File: config.mk
export PLATFORM = sky130hd
export DESIGN_NAME = thermistor_adc_to_temperature
export DESIGN_NICKNAME = d
export VERILOG_FILES = /design/src/hdl/thermadc_pkg.sv /design/src/hdl/thermadc_div.sv /design/src/hdl/thermistor_adc_to_temperature.sv
export SDC_FILE = /design/constraint.sdc
export NUM_CORES = 1
export LEC_CHECK = 0
export BUFFER_PORTS_ARGS = -buffer_cell sky130_fd_sc_hd__buf_4
export CORE_ASPECT_RATIO = 1.75
export CORE_MARGIN = 1.5
export CORE_UTILIZATION = 57
export CTS_CLUSTER_SIZE = 40
export DETAILED_ROUTE_END_ITERATION = 10
export GPL_TIMING_DRIVEN = 0
export PLACE_DENSITY = 0.77
export SLEW_MARGIN = 20
export SYNTH_ARGS = -nofsm -noshare
export SYNTH_HDL_FRONTEND = slang
export SYNTH_SLANG_ARGS = --single-unit
export TNS_END_PERCENT = 30
File: constraint.sdc
create_clock -name clk_i -period 5.1 [get_ports clk_i]
set_input_delay 0.255 -clock clk_i [delete_from_list [all_inputs] [get_ports clk_i]]
set_output_delay 0.255 -clock clk_i [all_outputs]
set_load 0.01 [all_outputs]
File: src/hdl/thermadc_pkg.sv
// Shared constants, segment table and divider handshake types for the thermistor converter.
`timescale 1ns / 1ps
`default_nettype none
package thermadc_pkg;

  localparam int unsigned SPR         = 10;   // samples per result
  localparam int unsigned SAMPLE_BITS = 10;
  localparam int unsigned CNT_W       = $clog2(SPR);
  localparam int unsigned SUM_W       = SAMPLE_BITS + $clog2(SPR);
  localparam int unsigned CFG_W       = 16;
  localparam int unsigned PROD_W      = SAMPLE_BITS + CFG_W;
  localparam int unsigned DIV_W       = PROD_W;
  localparam int unsigned DIV_CNT_W   = $clog2(DIV_W);
  localparam int unsigned MUL_CNT_W   = $clog2(SAMPLE_BITS);
  localparam int unsigned RES_W       = 18;
  localparam int unsigned TEMP_W      = 9;
  localparam int unsigned SLOPE_W     = 14;
  localparam int unsigned SEG_N       = 17;
  localparam int unsigned IN_TDATA_W  = 16;
  localparam int unsigned OUT_TDATA_W = 32;
  localparam int unsigned REG_IDX_W   = 2;

  localparam logic [RES_W-1:0] RES_MAX = {RES_W{1'b1}};

  // Register indexes
  localparam logic [REG_IDX_W-1:0] REG_SCALE = REG_IDX_W'(0);
  localparam logic [REG_IDX_W-1:0] REG_REF   = REG_IDX_W'(1);

  localparam logic [CFG_W-1:0] SCALE_RST = 16'd10000;
  localparam logic [CFG_W-1:0] REF_RST   = 16'd3300;

  typedef struct packed {
    logic [RES_W-1:0]          lo;     // inclusive
    logic [RES_W-1:0]          hi;     // exclusive
    logic [RES_W-1:0]          icept;
    logic [SLOPE_W-1:0]        slope;
    logic signed [TEMP_W-1:0]  base;
  } seg_t;

  // Tried in order; first hit wins.
  localparam seg_t SEG_TABLE [SEG_N] = '{
    '{18'd18680,  18'd29371,  18'd29370,  14'd1069,  9'sd0},
    '{18'd12240,  18'd18681,  18'd18680,  14'd644,   9'sd10},
    '{18'd8221,   18'd12241,  18'd11500,  14'd402,   9'sd20},
    '{18'd5648,   18'd8222,   18'd9500,   14'd257,   9'sd30},
    '{18'd3958,   18'd5649,   18'd5648,   14'd169,   9'sd40},
    '{18'd2823,   18'd3959,   18'd3850,   14'd114,   9'sd50},
    '{18'd2047,   18'd2824,   18'd2956,   14'd78,    9'sd60},
    '{18'd1506,   18'd2048,   18'd2048,   14'd54,    9'sd70},
    '{18'd1124,   18'd1507,   18'd1507,   14'd38,    9'sd80},
    '{18'd850,    18'd1125,   18'd1125,   14'd27,    9'sd90},
    '{18'd651,    18'd851,    18'd851,    14'd20,    9'sd100},
    '{18'd504,    18'd652,    18'd652,    14'd15,    9'sd110},
    '{18'd395,    18'd505,    18'd505,    14'd11,    9'sd120},
    '{18'd29370,  18'd47731,  18'd47730,  14'd1836,  -9'sd10},
    '{18'd47730,  18'd80361,  18'd80360,  14'd3263,  -9'sd20},
    '{18'd80360,  18'd140001, 18'd140000, 14'd5964,  -9'sd30},
    '{18'd140000, 18'd249600, 18'd249600, 14'd10960, -9'sd40}
  };

  typedef struct packed {
    logic              start;
    logic [DIV_W-1:0]  dividend;
    logic [CFG_W-1:0]  divisor;
  } div_req_t;

  typedef struct packed {
    logic              done;
    logic [DIV_W-1:0]  quotient;
  } div_rsp_t;

endpackage
`default_nettype wire

File: src/hdl/thermadc_div.sv
// Bit-serial restoring divider, one quotient bit per cycle.
`timescale 1ns / 1ps
`default_nettype none
module thermadc_div (
  input  wire                    clk_i,
  input  wire                    rst_ni,
  input  thermadc_pkg::div_req_t req_i,
  output thermadc_pkg::div_rsp_t rsp_o
);

  logic                                busy_q, busy_d;
  logic                                done_q, done_d;
  logic [thermadc_pkg::DIV_CNT_W-1:0]  cnt_q, cnt_d;
  logic [thermadc_pkg::CFG_W-1:0]      rem_q, rem_d;
  logic [thermadc_pkg::DIV_W-1:0]      quo_q, quo_d;
  logic [thermadc_pkg::CFG_W-1:0]      dvs_q, dvs_d;

  logic [thermadc_pkg::CFG_W:0] trial;
  logic [thermadc_pkg::CFG_W:0] diff;
  logic                         fits;

  assign trial = {rem_q, quo_q[thermadc_pkg::DIV_W-1]};
  assign diff  = trial - {1'b0, dvs_q};
  assign fits  = (trial >= {1'b0, dvs_q});

  always_comb begin
    busy_d = busy_q;
    done_d = 1'b0;
    cnt_d  = cnt_q;
    rem_d  = rem_q;
    quo_d  = quo_q;
    dvs_d  = dvs_q;
    if (req_i.start) begin
      busy_d = 1'b1;
      cnt_d  = thermadc_pkg::DIV_CNT_W'(thermadc_pkg::DIV_W - 1);
      rem_d  = '0;
      quo_d  = req_i.dividend;
      dvs_d  = req_i.divisor;
    end else if (busy_q) begin
      // remainder stays below the divisor, so the low bits hold it
      rem_d = fits ? diff[thermadc_pkg::CFG_W-1:0] : trial[thermadc_pkg::CFG_W-1:0];
      quo_d = {quo_q[thermadc_pkg::DIV_W-2:0], fits};
      if (cnt_q == '0) begin
        busy_d = 1'b0;
        done_d = 1'b1;
      end else begin
        cnt_d = cnt_q - 1'b1;
      end
    end
  end

  always_ff @(posedge clk_i or negedge rst_ni) begin
    if (!rst_ni) begin
      busy_q <= 1'b0;
      done_q <= 1'b0;
      cnt_q  <= '0;
    end else begin
      busy_q <= busy_d;
      done_q <= done_d;
      cnt_q  <= cnt_d;
    end
  end

  always_ff @(posedge clk_i) begin
    rem_q <= rem_d;
    quo_q <= quo_d;
    dvs_q <= dvs_d;
  end

  assign rsp_o.done     = done_q;
  assign rsp_o.quotient = quo_q;

`ifndef SYNTHESIS
  a_start_idle: assert property (@(posedge clk_i) disable iff (!rst_ni)
    req_i.start |-> !busy_q)
    else $error("divider started while busy");

  a_done_after_last: assert property (@(posedge clk_i) disable iff (!rst_ni)
    (busy_q && cnt_q == '0 && !req_i.start) |=> (done_q && !busy_q))
    else $error("divider missed its done pulse");

  a_done_single: assert property (@(posedge clk_i) disable iff (!rst_ni)
    done_q |=> !done_q)
    else $error("divider done held longer than one cycle");
`endif

endmodule
`default_nettype wire

File: src/hdl/thermistor_adc_to_temperature.sv
// Top level: sample averager, divider resistance and piecewise-linear temperature lookup.
// Usage:
//   s_axis_*  : one 10-bit converter sample per transfer. Samples are taken
//               while the block accumulates; every tenth sample starts a conversion.
//   m_axis_*  : one result per ten samples: temperature and 3x resistance in tdata,
//               in-range flag in tuser.
//   cfg_*     : register writes (0 divider scale, 1 divider reference), always ready;
//               other indexes are ignored. Write only while the block is idle.
// Conversion: from the tenth sample to m_axis_tvalid the work runs through one shared
//   bit-serial divider in three passes (mean, resistance, segment quotient) and a
//   shift-add multiplier; the resistance pass is skipped when the reference is not
//   above the mean, the segment pass when no segment holds the resistance. During
//   that time s_axis_tready is low: no new batch is taken until the result is stored.
// If the reference is not above the mean, resistance reads saturated and the
//   result is out of range (temperature 0, tuser 0).
// Stall: results sit in an output register; samples keep being accumulated while
//   it waits. A finished conversion waits only if the previous result is still
//   untaken, and holds s_axis_tready low until the register frees.
// Reset: registers take their defaults (scale 10000, reference 3300), the
//   accumulator and sample count clear, no result is pending.
`timescale 1ns / 1ps
`default_nettype none
module thermistor_adc_to_temperature (
  input  wire                                      clk_i,
  input  wire                                      rst_ni,
  // tdata: [9:0] adc_sample
  input  wire  [thermadc_pkg::IN_TDATA_W-1:0]      s_axis_tdata,
  input  wire                                      s_axis_tvalid,
  output logic                                     s_axis_tready,
  // tdata: [8:0] temperature, [26:9] resistance
  output logic [thermadc_pkg::OUT_TDATA_W-1:0]     m_axis_tdata,
  // tuser: [0] in_range
  output logic [0:0]                               m_axis_tuser,
  output logic                                     m_axis_tvalid,
  input  wire                                      m_axis_tready,
  input  wire                                      cfg_valid_i,
  output logic                                     cfg_ready_o,
  input  wire  [thermadc_pkg::REG_IDX_W-1:0]       cfg_index_i,
  input  wire  [thermadc_pkg::CFG_W-1:0]           cfg_data_i
);

  typedef enum logic [6:0] {
    S_IDLE = 7'b0000001,
    S_MEAN = 7'b0000010,
    S_MUL  = 7'b0000100,
    S_DIV  = 7'b0001000,
    S_SEG  = 7'b0010000,
    S_TEMP = 7'b0100000,
    S_OUT  = 7'b1000000
  } state_e;

  state_e state_q, state_d;

  logic [thermadc_pkg::SUM_W-1:0]        sum_q, sum_d;
  logic [thermadc_pkg::CNT_W-1:0]        cnt_q, cnt_d;
  logic [thermadc_pkg::CFG_W-1:0]        scale_q, scale_d;
  logic [thermadc_pkg::CFG_W-1:0]        ref_q, ref_d;
  logic                                  m_valid_q, m_valid_d;
  logic                                  start_q, start_d;

  // datapath registers, no reset (but for mul_cnt_q)
  logic [thermadc_pkg::DIV_W-1:0]        dvd_q, dvd_d;
  logic [thermadc_pkg::CFG_W-1:0]        dvs_q, dvs_d;
  logic [thermadc_pkg::SAMPLE_BITS-1:0]  mean_q, mean_d;
  logic [thermadc_pkg::PROD_W-1:0]       mcand_q, mcand_d;
  logic [thermadc_pkg::SAMPLE_BITS-1:0]  mplier_q, mplier_d;
  logic [thermadc_pkg::PROD_W-1:0]       acc_q, acc_d;
  logic [thermadc_pkg::MUL_CNT_W-1:0]    mul_cnt_q, mul_cnt_d;
  logic [thermadc_pkg::RES_W-1:0]        res3_q, res3_d;
  logic signed [thermadc_pkg::TEMP_W-1:0] base_q, base_d;
  logic                                  neg_q, neg_d;
  logic signed [thermadc_pkg::TEMP_W-1:0] temp_q, temp_d;
  logic                                  ok_q, ok_d;
  logic signed [thermadc_pkg::TEMP_W-1:0] o_temp_q, o_temp_d;
  logic                                  o_ok_q, o_ok_d;
  logic [thermadc_pkg::RES_W-1:0]        o_res_q, o_res_d;

  thermadc_pkg::div_req_t div_req;
  thermadc_pkg::div_rsp_t div_rsp;

  logic                                  in_xfer;
  logic [thermadc_pkg::SUM_W-1:0]        sum_new;
  logic [thermadc_pkg::CFG_W-1:0]        mean_ext;
  logic [thermadc_pkg::PROD_W-1:0]       acc_next;
  logic [thermadc_pkg::PROD_W+1:0]       r3_full;
  logic                                  seg_hit;
  thermadc_pkg::seg_t                    seg_sel;
  logic                                  seg_neg;
  logic [thermadc_pkg::RES_W-1:0]        seg_num;
  logic signed [thermadc_pkg::TEMP_W-1:0] quo_s;
  logic signed [thermadc_pkg::TEMP_W-1:0] temp_sum;

  assign s_axis_tready = (state_q == S_IDLE);
  assign cfg_ready_o   = 1'b1;
  assign in_xfer       = s_axis_tvalid && s_axis_tready;

  assign sum_new  = sum_q + {{(thermadc_pkg::SUM_W - thermadc_pkg::SAMPLE_BITS){1'b0}},
                             s_axis_tdata[thermadc_pkg::SAMPLE_BITS-1:0]};
  assign mean_ext = {{(thermadc_pkg::CFG_W - thermadc_pkg::SAMPLE_BITS){1'b0}}, mean_q};
  // shift-add multiply, multiplier LSB first
  assign acc_next = acc_q + (mplier_q[0] ? mcand_q : '0);
  // 3R = R + 2R
  assign r3_full  = {2'b00, div_rsp.quotient} + {1'b0, div_rsp.quotient, 1'b0};
  // quotient of the magnitude; the sign of the numerator picks add or subtract,
  // which keeps truncation toward zero
  assign quo_s    = $signed(div_rsp.quotient[thermadc_pkg::TEMP_W-1:0]);
  assign temp_sum = neg_q ? (base_q - quo_s) : (base_q + quo_s);

  // Segment search: all compares in parallel, lowest index wins.
  always_comb begin
    seg_hit = 1'b0;
    seg_sel = thermadc_pkg::SEG_TABLE[0];
    for (int i = thermadc_pkg::SEG_N - 1; i >= 0; i--) begin
      if (res3_q >= thermadc_pkg::SEG_TABLE[i].lo && res3_q < thermadc_pkg::SEG_TABLE[i].hi) begin
        seg_hit = 1'b1;
        seg_sel = thermadc_pkg::SEG_TABLE[i];
      end
    end
  end
  // some intercepts sit inside their segment, so the numerator can go negative
  assign seg_neg = (res3_q > seg_sel.icept);
  assign seg_num = seg_neg ? (res3_q - seg_sel.icept) : (seg_sel.icept - res3_q);

  always_comb begin
    state_d   = state_q;
    sum_d     = sum_q;
    cnt_d     = cnt_q;
    scale_d   = scale_q;
    ref_d     = ref_q;
    m_valid_d = m_valid_q && !m_axis_tready;
    start_d   = 1'b0;
    dvd_d     = dvd_q;
    dvs_d     = dvs_q;
    mean_d    = mean_q;
    mcand_d   = mcand_q;
    mplier_d  = mplier_q;
    acc_d     = acc_q;
    mul_cnt_d = mul_cnt_q;
    res3_d    = res3_q;
    base_d    = base_q;
    neg_d     = neg_q;
    temp_d    = temp_q;
    ok_d      = ok_q;
    o_temp_d  = o_temp_q;
    o_ok_d    = o_ok_q;
    o_res_d   = o_res_q;

    if (cfg_valid_i) begin
      unique case (cfg_index_i)
        thermadc_pkg::REG_SCALE: scale_d = cfg_data_i;
        thermadc_pkg::REG_REF:   ref_d   = cfg_data_i;
        default: ;
      endcase
    end

    unique case (state_q)
      S_IDLE: begin
        if (in_xfer) begin
          if (cnt_q == thermadc_pkg::CNT_W'(thermadc_pkg::SPR - 1)) begin
            sum_d   = '0;
            cnt_d   = '0;
            dvd_d   = {{(thermadc_pkg::DIV_W - thermadc_pkg::SUM_W){1'b0}}, sum_new};
            dvs_d   = thermadc_pkg::CFG_W'(thermadc_pkg::SPR);
            start_d = 1'b1;
            state_d = S_MEAN;
          end else begin
            sum_d = sum_new;
            cnt_d = cnt_q + 1'b1;
          end
        end
      end
      S_MEAN: begin
        if (div_rsp.done) begin
          mean_d    = div_rsp.quotient[thermadc_pkg::SAMPLE_BITS-1:0];
          mplier_d  = div_rsp.quotient[thermadc_pkg::SAMPLE_BITS-1:0];
          mcand_d   = {{(thermadc_pkg::PROD_W - thermadc_pkg::CFG_W){1'b0}}, scale_q};
          acc_d     = '0;
          mul_cnt_d = thermadc_pkg::MUL_CNT_W'(thermadc_pkg::SAMPLE_BITS - 1);
          state_d   = S_MUL;
        end
      end
      S_MUL: begin
        acc_d    = acc_next;
        mcand_d  = mcand_q << 1;
        mplier_d = mplier_q >> 1;
        if (mul_cnt_q == '0) begin
          if (ref_q <= mean_ext) begin
            // divisor zero or negative: saturate
            res3_d  = thermadc_pkg::RES_MAX;
            state_d = S_SEG;
          end else begin
            dvd_d   = acc_next;
            dvs_d   = ref_q - mean_ext;
            start_d = 1'b1;
            state_d = S_DIV;
          end
        end else begin
          mul_cnt_d = mul_cnt_q - 1'b1;
        end
      end
      S_DIV: begin
        if (div_rsp.done) begin
          res3_d  = (r3_full > {{(thermadc_pkg::PROD_W + 2 - thermadc_pkg::RES_W){1'b0}},
                                thermadc_pkg::RES_MAX})
                    ? thermadc_pkg::RES_MAX : r3_full[thermadc_pkg::RES_W-1:0];
          state_d = S_SEG;
        end
      end
      S_SEG: begin
        if (seg_hit) begin
          dvd_d   = {{(thermadc_pkg::DIV_W - thermadc_pkg::RES_W){1'b0}}, seg_num};
          dvs_d   = {{(thermadc_pkg::CFG_W - thermadc_pkg::SLOPE_W){1'b0}}, seg_sel.slope};
          base_d  = seg_sel.base;
          neg_d   = seg_neg;
          start_d = 1'b1;
          state_d = S_TEMP;
        end else begin
          temp_d  = '0;
          ok_d    = 1'b0;
          state_d = S_OUT;
        end
      end
      S_TEMP: begin
        if (div_rsp.done) begin
          temp_d  = temp_sum;
          ok_d    = 1'b1;
          state_d = S_OUT;
        end
      end
      S_OUT: begin
        if (!m_valid_q || m_axis_tready) begin
          o_temp_d  = temp_q;
          o_ok_d    = ok_q;
          o_res_d   = res3_q;
          m_valid_d = 1'b1;
          state_d   = S_IDLE;
        end
      end
      default: state_d = S_IDLE;
    endcase
  end

  always_ff @(posedge clk_i or negedge rst_ni) begin
    if (!rst_ni) begin
      state_q   <= S_IDLE;
      sum_q     <= '0;
      cnt_q     <= '0;
      scale_q   <= thermadc_pkg::SCALE_RST;
      ref_q     <= thermadc_pkg::REF_RST;
      m_valid_q <= 1'b0;
      start_q   <= 1'b0;
      mul_cnt_q <= '0;
    end else begin
      state_q   <= state_d;
      sum_q     <= sum_d;
      cnt_q     <= cnt_d;
      scale_q   <= scale_d;
      ref_q     <= ref_d;
      m_valid_q <= m_valid_d;
      start_q   <= start_d;
      mul_cnt_q <= mul_cnt_d;
    end
  end

  always_ff @(posedge clk_i) begin
    dvd_q    <= dvd_d;
    dvs_q    <= dvs_d;
    mean_q   <= mean_d;
    mcand_q  <= mcand_d;
    mplier_q <= mplier_d;
    acc_q    <= acc_d;
    res3_q   <= res3_d;
    base_q   <= base_d;
    neg_q    <= neg_d;
    temp_q   <= temp_d;
    ok_q     <= ok_d;
    o_temp_q <= o_temp_d;
    o_ok_q   <= o_ok_d;
    o_res_q  <= o_res_d;
  end

  assign div_req.start    = start_q;
  assign div_req.dividend = dvd_q;
  assign div_req.divisor  = dvs_q;

  thermadc_div u_div (
    .clk_i  (clk_i),
    .rst_ni (rst_ni),
    .req_i  (div_req),
    .rsp_o  (div_rsp)
  );

  assign m_axis_tvalid = m_valid_q;
  assign m_axis_tdata  = {{(thermadc_pkg::OUT_TDATA_W - thermadc_pkg::RES_W
                            - thermadc_pkg::TEMP_W){1'b0}}, o_res_q, o_temp_q};
  assign m_axis_tuser  = o_ok_q;

`ifndef SYNTHESIS
  a_busy_after_batch: assert property (@(posedge clk_i) disable iff (!rst_ni)
    (in_xfer && cnt_q == thermadc_pkg::CNT_W'(thermadc_pkg::SPR - 1)) |=> !s_axis_tready)
    else $error("sample taken during conversion");

  a_cnt_bound: assert property (@(posedge clk_i) disable iff (!rst_ni)
    cnt_q <= thermadc_pkg::CNT_W'(thermadc_pkg::SPR - 1))
    else $error("sample count overran the batch");

  a_out_zero_temp: assert property (@(posedge clk_i) disable iff (!rst_ni)
    (m_valid_q && !o_ok_q) |-> (o_temp_q == '0))
    else $error("out-of-range result with nonzero temperature");

  a_sat_out_of_range: assert property (@(posedge clk_i) disable iff (!rst_ni)
    (m_valid_q && o_res_q == thermadc_pkg::RES_MAX) |-> !o_ok_q)
    else $error("saturated resistance flagged in range");
`endif

endmodule
`default_nettype wire

==> impl_results.md <==
* Primary FF master, synth: edfxtp_1
* Routability cong. at 1.034
* RR Startpoint: res3_q[10]
* Pwr dens at 414.0 mW/mm²
* Worst Setup Start Kind: register
* Synthesized area per cell at 9.722 µm²
* Num rows at 91
* Fin nets at 2550
* Critical path data required time at 5430 ps
* Grt ovf at 0
* Async SR Flop Fraction at 22.88%
* Starting DRC count in detailed routing at 1634
* Worst hold endpoint: state_q[0]
* Hold Fails Final Rpt at 0
* RSZ-0062 raised after global routing: true
* WL final at 79880 µm
* Cells after Synth at 2116
* Period utilization at 115.0%
* TritonCTS Buffers at 29
* Clock sink count at 306
* Distinct cells, synth at 103
* Setup Skew at 34.05 ps
* Pre-CTS WS at -2347 ps
* Die height at 254.3 µm
* Clock transition at path regs at 70 ps
* Fmax at 170.5 MHz
* I/O Buffers at 62
* Worst-Margin Slew at 1144 ps
* Maximum vdd ir drop at 0.0004879 V
* Synthesis-to-layout area growth at 23.37%
* Worst r2r dst: dvd_q[16]
* Min-delay src: s_axis_tvalid
* Via density at 6.568
* Failing checks: setup timing
* Post-route antenna net violation count at 0
* Tot Pwr at 0.01051 W
* Core area at 0.03541 mm²
* Max_slew headroom at 23.24%
* CTS tree: yes
* Initial antenna violation count at 6
* Die area at 0.03729 mm²
* Internal reg-to-reg setup slack at -760 ps
* Post-layout min period at 5864 ps
* Ports at 75
* Seq/Total Area, Yosys at 42.26%
* GRT Total Usage at 42.71%
* Yosys reg bits at 306
* Final setup vio count at 17
* Final worst slack at -763.6 ps
* Maxcap violations at 0
* Routed vias at 18718
* Placed wire-length estimate at 57050 µm
* Cell Area, Synth at 0.02057 mm²
* WS Path Type: reg2reg
* Worst setup EP type: register
* Hold Path Depth at 3
* Worst R2R Path Depth at 23
* Initial Utilization at 58.10%
* Slew Viols, Final at 0
* Pleak at 10.45 nW
* Status: complete, but fails checks
* Post-synth EDFFs at 220
* CTS H-tree depth at 1
* Skew-Pair Late Insertion Delay at 590 ps
* Synth Warn # at 0
* Crit-path max FO at 10
* HP Class: in2reg
* Clock tree root buffer cell: clkbuf_16
* First-pass GRT wire length at 116000 µm
* # DRC at 0
* Crit path DAT at 6190 ps
* Layout cell share with drive strength beyond 1 at 23.57%
* Vias in the first global route at 18741
* Pin count of the biggest net entering global routing at 71
* Wire per inst at 28.03 µm
* Clk buf depth at 3
* Die span in x at 146.6 µm
* First-pass DRT Iterations at 6
-- layer usage --
layer	GRT usage [%]	up-vias	share of wire, %	routed length [µm]
met4	40.61	6	12	9754
met1	40.35	8957	31	24500
li1	-	8289	-	-
met2	74.69	1027	49	38870
met5	0	-	0.050	40
met3	10.98	439	8.4	6706
-- through the flow --
step	area, µm²	setup TNS [ps]	hold WS [ps]	cells	utilization [%]
2_1_floorplan	20590	0	-40.59	2120	-
3_3_place_gp	21630	-134480	401.2	2647	61.10
3_5_place_dp	21800	-37710	406.3	2652	61.55
4_1_cts	24340	-5644	60.24	2784	68.75
5_1_grt	25380	-10090	66.33	2849	71.67
6_report	25380	-9214	58.69	2850	71.67
-- worst max-delay path by stage --
stage | from | to | slack, ps | depth (start not counted)
3_3_place_gp | res3_q[10] | dvd_q[16] | -2590 | 20
2_1_floorplan | res3_q[14] | dvd_q[16] | 50 | 20
5_1_grt | res3_q[2] | dvd_q[16] | -810 | 21
3_5_place_dp | res3_q[13] | dvd_q[16] | -2350 | 20
6_report | res3_q[10] | dvd_q[16] | -760 | 23
4_1_cts | res3_q[17] | dvd_q[16] | -420 | 21
-- worst max-delay path, stage by stage, from the launching register on --
cell and delay [ps]:
edfxtp_1 440, buf_6 230, clkinvlp_4 270, a2111oi_2 420
a2111oi_2 90, buf_4 180, buf_12 120, a211oi_4 210
buf_4 200, or2_0 130, buf_4 250, a21oi_4 140
o21ai_4 360, inv_1 90, ha_1 290, a211oi_2 310
o21ai_1 160, a21oi_2 310, a21boi_4 120, buf_12 140
mux2_4 320, or3_4 340, a31o_1 200, a31o_1 250
-- power by group --
group | leakage, nW | internal (W) | total (W) | switching (W)
registers | 3.07 | 0.00321 | 0.00365 | 0.000438
logic | 6.92 | 0.00189 | 0.00459 | 0.00270
clock network | 0.465 | 0.00123 | 0.00227 | 0.00104
total | 10.4 | 0.00633 | 0.0105 | 0.00418
-- cell usage in the layout (no fill, tap or decap), types with 16 or more instances in the layout --
cell type      count
a211oi_1          27
buf_4            198
dfrtp_1           58
clkbuf_1          43
and2_1            50
nor2_1           158
inv_1             98
nand4_1           24
nor3_1            32
a21o_1            68
and3_1            17
o211ai_1          16
a21oi_1          121
nand3_1           30
ha_1             132
mux2_2            49
nor2b_1           23
dlygate4sd3_1     18
clkbuf_16         29
xnor2_1           61
edfxtp_1         220
buf_6             18
o21ai_0          126
nand2b_1          22
nand2_1          188
o21a_1            23
xor2_1            41
dfxtp_1           16
-- cells in the mapped netlist (all sizes together), types with 23 or more instances --
cell type / n / area [µm²]
a21oi: 141 / 709.4
nand4: 25 / 162.6
dfrtp: 58 / 1451
mux2: 51 / 578.1
nor3: 48 / 260.3
nand2b: 25 / 156.4
and2: 54 / 337.8
nand3: 39 / 200.2
a211oi: 33 / 262.8
xnor2: 61 / 534.3
a21o: 69 / 518.0
clkbuf: 54 / 202.7
ha: 141 / 1764
o21ai: 146 / 730.7
edfxtp: 220 / 6606
xor2: 41 / 359.1
nor2: 177 / 671.9
nand2: 199 / 747.0
nor2b: 25 / 156.4
o21a: 23 / 172.7
inv: 106 / 397.9
buf: 31 / 200.2
-- cells by family (layout without fill, tap and decap cells) --
| logic type | count (synthesis) | count (layout) | share of synthesized area, % |
|---|---|---|---|
| AO/OA/AOI/OAI | 597 | 597 | 19.37 |
| buffers and inverters | 191 | 455 | 3.892 |
| XOR/XNOR | 102 | 102 | 4.343 |
| AND/OR/NAND/NOR | 703 | 703 | 17.21 |
| other | 2 | 7 | 0.03651 |
| multiplexers | 66 | 66 | 3.540 |
| adder cells (fa/ha/maj) | 149 | 149 | 9.354 |
| flip-flops | 306 | 306 | 42.26 |
-- repair_timing --
action,in CTS,in global routing
pin swaps,51,74
gates resized for setup,202,114
setup endpoints to repair,18,18
buffers inserted,65,65
hold buffers,18,0
endpoints found under the hold margin,91,0
-- flip-flops by register name (all words and copies together) (netlist names), 5 cells and up --
register,count
acc_q,26
dvd_q,26
mcand_q,26
u_div.quo_q,26
o_res_q,18
res3_q,18
dvs_q,16
ref_q,16
scale_q,16
u_div.dvs_q,16
u_div.rem_q,16
sum_q,14
mean_q,10
mplier_q,10
o_temp_q,9
temp_q,9
base_q,7
state_q,7
u_div.cnt_q,5
-- layout make-up --
type                       instances  area [µm²]
clock inverter                    20       216.5
tap                              465       581.8
multi-input combinational       1623       12380
clock buffer                      33       750.7
inverter                         106       412.9
timing repair buffer             215        1836
fill                            2556       10030
buffer                            81       505.5
sequential                       306        8693
antenna                            1       2.502
(Power assumes the default switching activity.)
